**config.mk**
```make
export PLATFORM = sky130hd
export DESIGN_NAME = table_hash_multibyte_digest_core
export DESIGN_NICKNAME = d
export VERILOG_FILES = /design/src/design/thmd_pkg.sv /design/src/design/table_hash_multibyte_digest_core.sv
export SDC_FILE = /design/constraint.sdc
export NUM_CORES = 1
export LEC_CHECK = 0
export BUFFER_PORTS_ARGS = -buffer_cell sky130_fd_sc_hd__buf_2
export CORE_MARGIN = 2
export CORE_UTILIZATION = 35
export CTS_CLUSTER_DIAMETER = 80
export DETAILED_ROUTE_END_ITERATION = 10
export GPL_TIMING_DRIVEN = 0
export PLACE_DENSITY = 0.61
export SKIP_LAST_GASP = 1
export SYNTH_ARGS = -nofsm -noshare
export SYNTH_HDL_FRONTEND = slang
export SYNTH_SLANG_ARGS = --single-unit
export TNS_END_PERCENT = 30
```
**constraint.sdc**
```tcl
create_clock -name clk -period 11.05 [get_ports clk]
set_input_delay 0.5525 -clock clk [delete_from_list [all_inputs] [get_ports clk]]
set_output_delay 0.5525 -clock clk [all_outputs]
set_load 0.005 [all_outputs]
```
**src/design/thmd_pkg.sv**
```systemverilog
// shared constants and permutation table for the table hash digest core
package thmd_pkg;

    localparam int DIGEST_MAX_DEF = 32;
    localparam int RESULT_LIMIT   = 32;
    localparam int LEN_W          = 6;
    localparam int IDX_W          = 5;
    localparam logic [LEN_W-1:0] LEN_RESET = 6'd16;

    localparam logic [7:0] PERM [0:255] = '{
        8'h01, 8'h0E, 8'h6E, 8'h19, 8'h61, 8'hAE, 8'h84, 8'h77,
        8'h8A, 8'hAA, 8'h7D, 8'h76, 8'h1B, 8'hE9, 8'h8C, 8'h33,
        8'h57, 8'hC5, 8'hB1, 8'h6B, 8'hEA, 8'hA9, 8'h38, 8'h44,
        8'h1E, 8'h07, 8'hAD, 8'h49, 8'hBC, 8'h28, 8'h24, 8'h41,
        8'h31, 8'hD5, 8'h68, 8'hBE, 8'h39, 8'hD3, 8'h94, 8'hDF,
        8'h30, 8'h73, 8'h0F, 8'h02, 8'h43, 8'hBA, 8'hD2, 8'h1C,
        8'h0C, 8'hB5, 8'h67, 8'h46, 8'h16, 8'h3A, 8'h4B, 8'h4E,
        8'hB7, 8'hA7, 8'hEE, 8'h9D, 8'h7C, 8'h93, 8'hAC, 8'h90,
        8'hB0, 8'hA1, 8'h8D, 8'h56, 8'h3C, 8'h42, 8'h80, 8'h53,
        8'h9C, 8'hF1, 8'h4F, 8'h2E, 8'hA8, 8'hC6, 8'h29, 8'hFE,
        8'hB2, 8'h55, 8'hFD, 8'hED, 8'hFA, 8'h9A, 8'h85, 8'h58,
        8'h23, 8'hCE, 8'h5F, 8'h74, 8'hFC, 8'hC0, 8'h36, 8'hDD,
        8'h66, 8'hDA, 8'hFF, 8'hF0, 8'h52, 8'h6A, 8'h9E, 8'hC9,
        8'h3D, 8'h03, 8'h59, 8'h09, 8'h2A, 8'h9B, 8'h9F, 8'h5D,
        8'hA6, 8'h50, 8'h32, 8'h22, 8'hAF, 8'hC3, 8'h64, 8'h63,
        8'h1A, 8'h96, 8'h10, 8'h91, 8'h04, 8'h21, 8'h08, 8'hBD,
        8'h79, 8'h40, 8'h4D, 8'h48, 8'hD0, 8'hF5, 8'h82, 8'h7A,
        8'h8F, 8'h37, 8'h69, 8'h86, 8'h1D, 8'hA4, 8'hB9, 8'hC2,
        8'hC1, 8'hEF, 8'h65, 8'hF2, 8'h05, 8'hAB, 8'h7E, 8'h0B,
        8'h4A, 8'h3B, 8'h89, 8'hE4, 8'h6C, 8'hBF, 8'hE8, 8'h8B,
        8'h06, 8'h18, 8'h51, 8'h14, 8'h7F, 8'h11, 8'h5B, 8'h5C,
        8'hFB, 8'h97, 8'hE1, 8'hCF, 8'h15, 8'h62, 8'h71, 8'h70,
        8'h54, 8'hE2, 8'h12, 8'hD6, 8'hC7, 8'hBB, 8'h0D, 8'h20,
        8'h5E, 8'hDC, 8'hE0, 8'hD4, 8'hF7, 8'hCC, 8'hC4, 8'h2B,
        8'hF9, 8'hEC, 8'h2D, 8'hF4, 8'h6F, 8'hB6, 8'h99, 8'h88,
        8'h81, 8'h5A, 8'hD9, 8'hCA, 8'h13, 8'hA5, 8'hE7, 8'h47,
        8'hE6, 8'h8E, 8'h60, 8'hE3, 8'h3E, 8'hB3, 8'hF6, 8'h72,
        8'hA2, 8'h35, 8'hA0, 8'hD7, 8'hCD, 8'hB4, 8'h2F, 8'h6D,
        8'h2C, 8'h26, 8'h1F, 8'h95, 8'h87, 8'h00, 8'hD8, 8'h34,
        8'h3F, 8'h17, 8'h25, 8'h45, 8'h27, 8'h75, 8'h92, 8'hB8,
        8'hA3, 8'hC8, 8'hDE, 8'hEB, 8'hF8, 8'hF3, 8'hDB, 8'h0A,
        8'h98, 8'h83, 8'h7B, 8'hE5, 8'hCB, 8'h4C, 8'h78, 8'hD1
    };

endpackage

```
**src/design/table_hash_multibyte_digest_core.sv**
```systemverilog
// table hash digest core: digest store memory, read-modify-write sequencer, digest emission
//
// Each accepted item makes one pass over the digest memory: DIGEST_MAX reads, each followed in
// the next cycle by the write of the updated entry; busy stays high through the pass and the
// drain state after it, paced by the single read and write ports of the memory. An item
// marked last then streams the digest, highest index first, one beat per cycle for n beats,
// where n is digest_len clamped to 1..min(DIGEST_MAX, 32); busy drops as the final read is
// issued, so the last beat appears in the first idle cycle. Each beat is on the result ports
// for exactly one cycle with strobe high and cannot be held off by the receiver. The first
// item of a message seeds entry i with i during its pass. The user must write digest_len through
// cfg_we/cfg_data only while busy is low and no beats are pending; the block never checks it.
module table_hash_multibyte_digest_core
    import thmd_pkg::*;
#(
    parameter int DIGEST_MAX = DIGEST_MAX_DEF
)
(
    input  logic             clk,
    input  logic             rst_n,
    input  logic             start,
    output logic             busy,
    input  logic [7:0]       data_byte,
    input  logic             byte_valid,
    input  logic             last,
    input  logic             cfg_we,
    input  logic [LEN_W-1:0] cfg_data,
    output logic             strobe,
    output logic [7:0]       digest_byte,
    output logic [IDX_W-1:0] byte_index,
    output logic             digest_last
);

    localparam int AW  = (DIGEST_MAX > 1) ? $clog2(DIGEST_MAX) : 1;
    localparam int LIM = (DIGEST_MAX < RESULT_LIMIT) ? DIGEST_MAX : RESULT_LIMIT;

    localparam logic [1:0] S_IDLE   = 2'd0;
    localparam logic [1:0] S_HASH   = 2'd1;
    localparam logic [1:0] S_HDRAIN = 2'd2;
    localparam logic [1:0] S_EMIT   = 2'd3;

    logic [7:0]       mem [0:DIGEST_MAX-1];
    logic [7:0]       rd_data_reg;

    logic [1:0]       state_reg, state_next;
    logic [AW-1:0]    cnt_reg, cnt_next;
    logic [IDX_W-1:0] ecnt_reg, ecnt_next;
    logic             wr_pend_reg, wr_pend_next;
    logic [AW-1:0]    wr_addr_reg, wr_addr_next;
    logic             started_reg, started_next;
    logic [LEN_W-1:0] len_reg;
    logic             strobe_reg, strobe_next;
    logic [IDX_W-1:0] idx_reg, idx_next;

    logic [7:0]       byte_reg;
    logic             valid_reg;
    logic             last_reg;
    logic             seed_reg;

    logic [AW-1:0]    rd_addr;
    logic [7:0]       old_val;
    logic [7:0]       wr_data;
    logic [LEN_W-1:0] len_eff;
    logic             accept;

    assign accept = start && (state_reg == S_IDLE);
    assign busy   = (state_reg != S_IDLE);

    // length clamp
    always_comb
    begin
        if (len_reg == '0)
            len_eff = LEN_W'(1);
        else if (len_reg > LEN_W'(LIM))
            len_eff = LEN_W'(LIM);
        else
            len_eff = len_reg;
    end

    // entry update
    always_comb
    begin
        old_val = seed_reg ? 8'(wr_addr_reg) : rd_data_reg;
        wr_data = valid_reg ? PERM[byte_reg ^ old_val] : old_val;
    end

    always_comb
    begin
        state_next   = state_reg;
        cnt_next     = cnt_reg;
        ecnt_next    = ecnt_reg;
        wr_pend_next = 1'b0;
        wr_addr_next = cnt_reg;
        started_next = started_reg;
        strobe_next  = 1'b0;
        idx_next     = idx_reg;
        rd_addr      = '0;
        case (state_reg)
            S_IDLE:
            begin
                if (accept)
                begin
                    state_next   = S_HASH;
                    cnt_next     = '0;
                    started_next = !last;
                end
            end
            S_HASH:
            begin
                rd_addr      = cnt_reg;
                wr_pend_next = 1'b1;
                if (cnt_reg == AW'(DIGEST_MAX - 1))
                    state_next = S_HDRAIN;
                else
                    cnt_next = cnt_reg + AW'(1);
            end
            S_HDRAIN:
            begin
                if (last_reg)
                begin
                    state_next = S_EMIT;
                    ecnt_next  = IDX_W'(len_eff - LEN_W'(1));
                end
                else
                    state_next = S_IDLE;
            end
            S_EMIT:
            begin
                rd_addr     = AW'(ecnt_reg);
                strobe_next = 1'b1;
                idx_next    = ecnt_reg;
                if (ecnt_reg == '0)
                    state_next = S_IDLE;
                else
                    ecnt_next = ecnt_reg - IDX_W'(1);
            end
            default:
            begin
                state_next = S_IDLE;
            end
        endcase
    end

    always_ff @(posedge clk or negedge rst_n)
    begin
        if (!rst_n)
        begin
            state_reg   <= S_IDLE;
            cnt_reg     <= '0;
            ecnt_reg    <= '0;
            wr_pend_reg <= 1'b0;
            started_reg <= 1'b0;
            len_reg     <= LEN_RESET;
            strobe_reg  <= 1'b0;
        end
        else
        begin
            state_reg   <= state_next;
            cnt_reg     <= cnt_next;
            ecnt_reg    <= ecnt_next;
            wr_pend_reg <= wr_pend_next;
            started_reg <= started_next;
            strobe_reg  <= strobe_next;
            if (cfg_we)
                len_reg <= cfg_data;
        end
    end

    always_ff @(posedge clk)
    begin
        wr_addr_reg <= wr_addr_next;
        idx_reg     <= idx_next;
        if (accept)
        begin
            byte_reg  <= data_byte;
            valid_reg <= byte_valid;
            last_reg  <= last;
            seed_reg  <= !started_reg;
        end
    end

    // digest store
    always_ff @(posedge clk)
    begin
        if (wr_pend_reg)
            mem[wr_addr_reg] <= wr_data;
        rd_data_reg <= mem[rd_addr];
    end

    assign strobe      = strobe_reg;
    assign digest_byte = rd_data_reg;
    assign byte_index  = idx_reg;
    assign digest_last = (idx_reg == '0);

endmodule
```
==> results of run 1 <==
-- cells in the final DEF (no fill, tap or decap), drive strengths merged, types with 7 or more instances in the layout --
master / count
a211oi: 18
a21oi: 52
a221oi: 19
a311oi: 12
a31oi: 14
and2: 7
buf: 91
clkbuf: 88
clkinv: 15
dfrtp: 20
dfxtp: 13
edfxtp: 272
ha: 11
inv: 10
mux2: 17
mux2i: 17
mux4: 66
nand2: 102
nand2b: 7
nand3: 43
nand4: 7
nor2: 156
nor3: 18
o211ai: 26
o21ai: 61
o221ai: 7
o311ai: 10
xnor2: 10
xor2: 8
-- cell type report --
class,count,area share
sequential,306,0.508
multi-input combinational,802,0.347
clock buffer,36,0.0451
tap,592,0.0421
buffer,105,0.0303
timing repair buffer,39,0.0146
clock inverter,22,0.0104
inverter,8,0.00171
antenna,1,0.000142
-- cell families after synthesis --
logic type | count (synthesis) | synth area share
simple gates | 377 | 0.108
flops | 306 | 0.576
compound gates | 296 | 0.135
buf+inv | 113 | 0.0362
mux | 100 | 0.121
xor+xnor | 18 | 0.0145
fa+ha+maj | 11 | 0.00886
-- worst reg2reg max path, cell delays in order (launching register included) --
cell and delay [ns]:
edfxtp_1 0.34, buf_6 0.18, mux2i_1 0.33, xnor2_1 0.24, clkbuf_1 0.55, clkbuf_1 0.83
ha_1 0.30, clkbuf_1 0.77, nand2_1 0.14, mux2i_1 1.04, nor2_1 0.15, a221oi_1 0.36
o32ai_1 0.25, nor4_1 0.92, a221oi_4 0.26, buf_16 0.27
-- metal layers --
metal / routed length, um / global-route usage
met5: 64 / 0
met4: 3050 / 0.120
met3: 6620 / 0.0774
met2: 26300 / 0.382
met1: 25600 / 0.370
-- final timing paths --
kind,end,slack [ns],startpoint,depth (start not counted)
worst max-delay path,mem[27][3],3.85,seed_reg,15
max in group asynchronous,len_reg[4],10.19,rst_n,2
worst min-delay path,byte_reg[5],0.17,data_byte[5],1
min in group asynchronous,len_reg[2],0.50,rst_n,2
worst max register to register,mem[27][3],3.85,seed_reg,15
worst min register to register,wr_addr_reg[3],0.43,cnt_reg[3],0
-- repair_timing --
action / CTS / global route
hold buffers: 1 / 0
buffers inserted: 0 / 0
endpoints found under the hold margin: 20 / 0
resized for setup: 0 / 0
setup endpoints to repair: 0 / 0
-- stage by stage --
step / std cells / utilization / setup slack [ns] / hold WS, ns / cell area [um^2]
3_3_place_gp: 1847 / 0.374 / 1.58 / 0.423 / 16500
3_5_place_dp: 1850 / 0.377 / 4.22 / 0.418 / 16600
6_report: 1911 / 0.400 / 3.85 / 0.165 / 17600
2_1_floorplan: 1221 / - / 6.20 / 0.257 / 15500
5_1_grt: 1910 / 0.400 / 3.87 / 0.144 / 17600
4_1_cts: 1909 / 0.400 / 4.17 / 0.147 / 17600
==> flow_summary.json, run 1 <==
{
  "core_um2": 44000,
  "track_usage": 0.265,
  "end_kind": "flop",
  "first_global_vias": 11800,
  "fin_skew_ns": 0.0139,
  "worstPathArrival_ns": 7.51,
  "die_w_um": 215,
  "die_area_um2": 46100,
  "cts_tree": "yes",
  "synth_ff_type": "edfxtp_1",
  "yosysUniqueCellTypes": 88,
  "pin_count": 36,
  "drive_gt1_frac": 0.184,
  "status": "completed",
  "path_class": "reg2reg",
  "ys_seq_area_frac": 0.576,
  "tightest_slew_ns": 1.37,
  "syn_inst": 1221,
  "wl_um": 61700,
  "drt_drc_violations_left": 0,
  "io_buffers": 34,
  "numCtsBuffers": 31,
  "path_buf_inv": 5,
  "nFillCells": 4149,
  "cts-root-buf": "clkbuf_16",
  "synth_top_area_cell": "edfxtp_1",
  "layout.nets": 1324,
  "h-tree-depth": 1,
  "grt_overflow_total": 0,
  "hp-class": "in2reg",
  "clock.fmax_mhz": 139,
  "path_clk_slew_ns": 0.06,
  "synth_area_leaders": "edfxtp_1 53%, mux4_2 9.4%, nor2_1 3.7%",
  "drv_cap": 0,
  "yosysMostFrequentCell": "edfxtp_1",
  "async_reset_ff_frac": 0.0686,
  "max-slew-margin-rel": 0.0889,
  "initial_utilization": 0.353,
  "synth_top_area_share": 0.526,
  "clk_path_buf_depth": 3,
  "clock-sinks": 306,
  "largest_reg_flops": 256,
  "synth.cells.most_frequent": "272 x edfxtp_1, 154 x nor2_1, 100 x nand2_1",
  "hold_viol_final": 0,
  "critPathMaxStageDelay_ns": 1.04,
  "path_delay_family": "buffers and inverters",
  "drv_slew": 0,
  "yosysWarnings": 0,
  "avgSynthCellArea_um2": 12.7,
  "rsz0062_at_grt": "false",
  "grt_pass1_wl_um": 87900,
  "antenna_found_initial": 3,
  "seqCellArea_um2": 8950,
  "worstSkewPairLatency_ns": 0.57,
  "period_needed_ns": 7.20,
  "viasPerCell": 6.29,
  "synth_area_um2": 15500,
  "via_count": 12000,
  "setup_viol": 0,
  "path_cells": "buf_6 > mux2i_1 > xnor2_1 > clkbuf_1 > clkbuf_1 > ha_1 > clkbuf_1 > nand2_1 > mux2i_1 > nor2_1 > a221oi_1 > o32ai_1 > nor4_1 > a221oi_4 > buf_16",
  "synth_nets": 1252,
  "crit_slowest_cell": "mux2i_1",
  "synth-edff-count": 272,
  "hpwl_um": 43000,
  "multi_input_area_um2": 6110,
  "ys_ff_latch": 306,
  "firstDrtPassIters": 5,
  "final.setup.tns_ns": 0,
  "gp_congestion": 1.06,
  "detail-route-antenna-nets": 0,
  "area_growth_pct": 13.3,
  "grt_max_degree": 33,
  "die_y_um": 215,
  "critical_path_peak_fanout": 20,
  "rows": 77,
  "required_ns": 11.35,
  "crit_path_start_kind": "flop",
  "drt-initial-drc-count": 1577,
  "wire_per_inst_um": 32.3,
  "cp_common_cell": "clkbuf_1",
  "period_share": 0.652
}
Power of run 1 is left out: the tool's default activity adds up to more than one toggle a clock period on the data nets, which glitch-free logic cannot reach.
==> inputs of run 2 (changes only) <==
- clock period: 11.05 -> 7 ns (I/O delays scaled with it)
==> flow_summary.json, run 2 (synthesized netlist as in run 1, its figures left out) <==
{
  "status": "completed",
  "tightest_slew_ns": 1.33,
  "grt-busiest-layer": "met2",
  "detail-route-antenna-nets": 0,
  "grt_pass1_wl_um": 88100,
  "crit_path_start_kind": "flop",
  "final_cell_mix": "272 x edfxtp_1, 153 x nor2_1, 100 x nand2_1",
  "clk_path_buf_depth": 3,
  "layout_commonest_cell": "edfxtp_1",
  "gp_congestion": 1.06,
  "fin_skew_ns": 0.0145,
  "grt_overflow_total": 0,
  "initial_utilization": 0.353,
  "period_needed_ns": 6.95,
  "hold_viol_final": 0,
  "cts-root-buf": "clkbuf_16",
  "viasPerCell": 6.33,
  "rr_startpoint": "seed_reg",
  "hpwl_um": 43000,
  "layout.nets": 1330,
  "antenna_found_initial": 3,
  "period_share": 0.993,
  "track_usage": 0.266,
  "rows": 77,
  "firstDrtPassIters": 6,
  "clock-sinks": 306,
  "use_met3": 0.0773,
  "r2r_cells": 15,
  "path_clk_slew_ns": 0.06,
  "die_area_um2": 46100,
  "numCtsBuffers": 31,
  "clock.fmax_mhz": 144,
  "worstHoldEndpoint": "len_reg[3]",
  "final.setup.tns_ns": 0,
  "core_um2": 44000,
  "wl_um": 61900,
  "path_class": "reg2reg",
  "drive_gt1_frac": 0.184,
  "max-slew-margin-rel": 0.113,
  "required_ns": 7.30,
  "postCtsSetupBuffers": 0,
  "io_buffers": 34,
  "pin_count": 36,
  "hp-class": "in2reg",
  "worstSkewPairLatency_ns": 0.56,
  "first_global_vias": 11800,
  "setup_viol": 0,
  "drv_slew": 0,
  "grtUsageMet1": 0.370,
  "drt_drc_violations_left": 0,
  "end_kind": "flop",
  "whs_ns": 0.0256,
  "cts_tree": "yes",
  "largest_reg_flops": 256,
  "h-tree-depth": 1,
  "hold_depth": 2,
  "r2r_slack_ns": 0.05,
  "via_count": 12100,
  "critical_path_peak_fanout": 20,
  "hold_start": "cfg_data[3]",
  "use_met2": 0.383,
  "drt-initial-drc-count": 1540,
  "rsz0062_at_grt": "true",
  "worstSetupStartpoint": "seed_reg",
  "area_growth_pct": 13.7,
  "drv_cap": 0,
  "die_y_um": 215,
  "worstPathArrival_ns": 7.25,
  "die_w_um": 215,
  "wire_per_inst_um": 32.3,
  "grt_max_degree": 33,
  "r2r_end": "mem[27][3]"
}
-- run 2: cell count changes in the layout (fill, tap and decap cells not counted) --
| cell | previous run | this run |
|---|---|---|
| mux2i_2 | 1 | 2 |
| mux2i_1 | 14 | 13 |
| dlygate4sd3_1 | 1 | 7 |
-- run 2: layout make-up --
| cell class | count | area [um^2] |
|---|---|---|
| inverters | 8 | 30.0 |
| repair buffers | 45 | 318 |
| diodes | 1 | 2.50 |
| clock buffers | 36 | 795 |
| multi-input cells | 802 | 6120 |
| well taps | 592 | 741 |
| clock inverters | 22 | 183 |
| fillers | 4141 | 26400 |
| plain buffers | 105 | 533 |
| flip-flops and latches | 306 | 8950 |
-- run 2: repair_timing --
item	4_1_cts	5_1_grt
hold buffers	7	0
hold endpoints to repair	26	0
endpoints found under the setup margin	0	52
resized for setup	0	1
-- run 2: metal layers --
layer | wire [um] | part of all wire | vias up
met5 | 38 | 0.00061 | -
met4 | 3290 | 0.053 | 6
li1 | - | - | 4967
met3 | 6730 | 0.11 | 213
met1 | 25700 | 0.42 | 6111
met2 | 26100 | 0.42 | 832
-- run 2: worst max path at each step --
stage / end / slack (ns) / depth (start not counted)
floorplan: mem[0][3] / 2.15 / 14
global placement: mem[27][3] / -2.47 / 14
detailed placement: mem[27][3] / 0.17 / 15
CTS: mem[27][3] / 0.12 / 15
global route: mem[12][2] / -0.04 / 14
finish: mem[27][3] / 0.05 / 15
-- run 2: metrics by stage --
stage	cells	setup WS, ns	cell area (um^2)	utilization
4_1_cts	1915	0.118	17700	0.401
3_5_place_dp	1850	0.170	16600	0.377
5_1_grt	1916	-0.0382	17700	0.401
3_3_place_gp	1847	-2.47	16500	0.374
2_1_floorplan	1221	2.15	15500	-
6_report	1917	0.0480	17700	0.401
-- run 2: critical path, stage by stage, from the launching register on --
cell and delay [ns]:
edfxtp_1 0.34, buf_6 0.18, mux2i_1 0.33, xnor2_1 0.24, clkbuf_1 0.56, clkbuf_1 0.82
ha_1 0.30, clkbuf_1 0.79, nand2_1 0.17, mux2i_2 0.74, nor2_1 0.14, a221oi_1 0.35
o32ai_1 0.25, nor4_1 0.93, a221oi_4 0.26, buf_16 0.26
Power of run 2 is left out for the same reason.
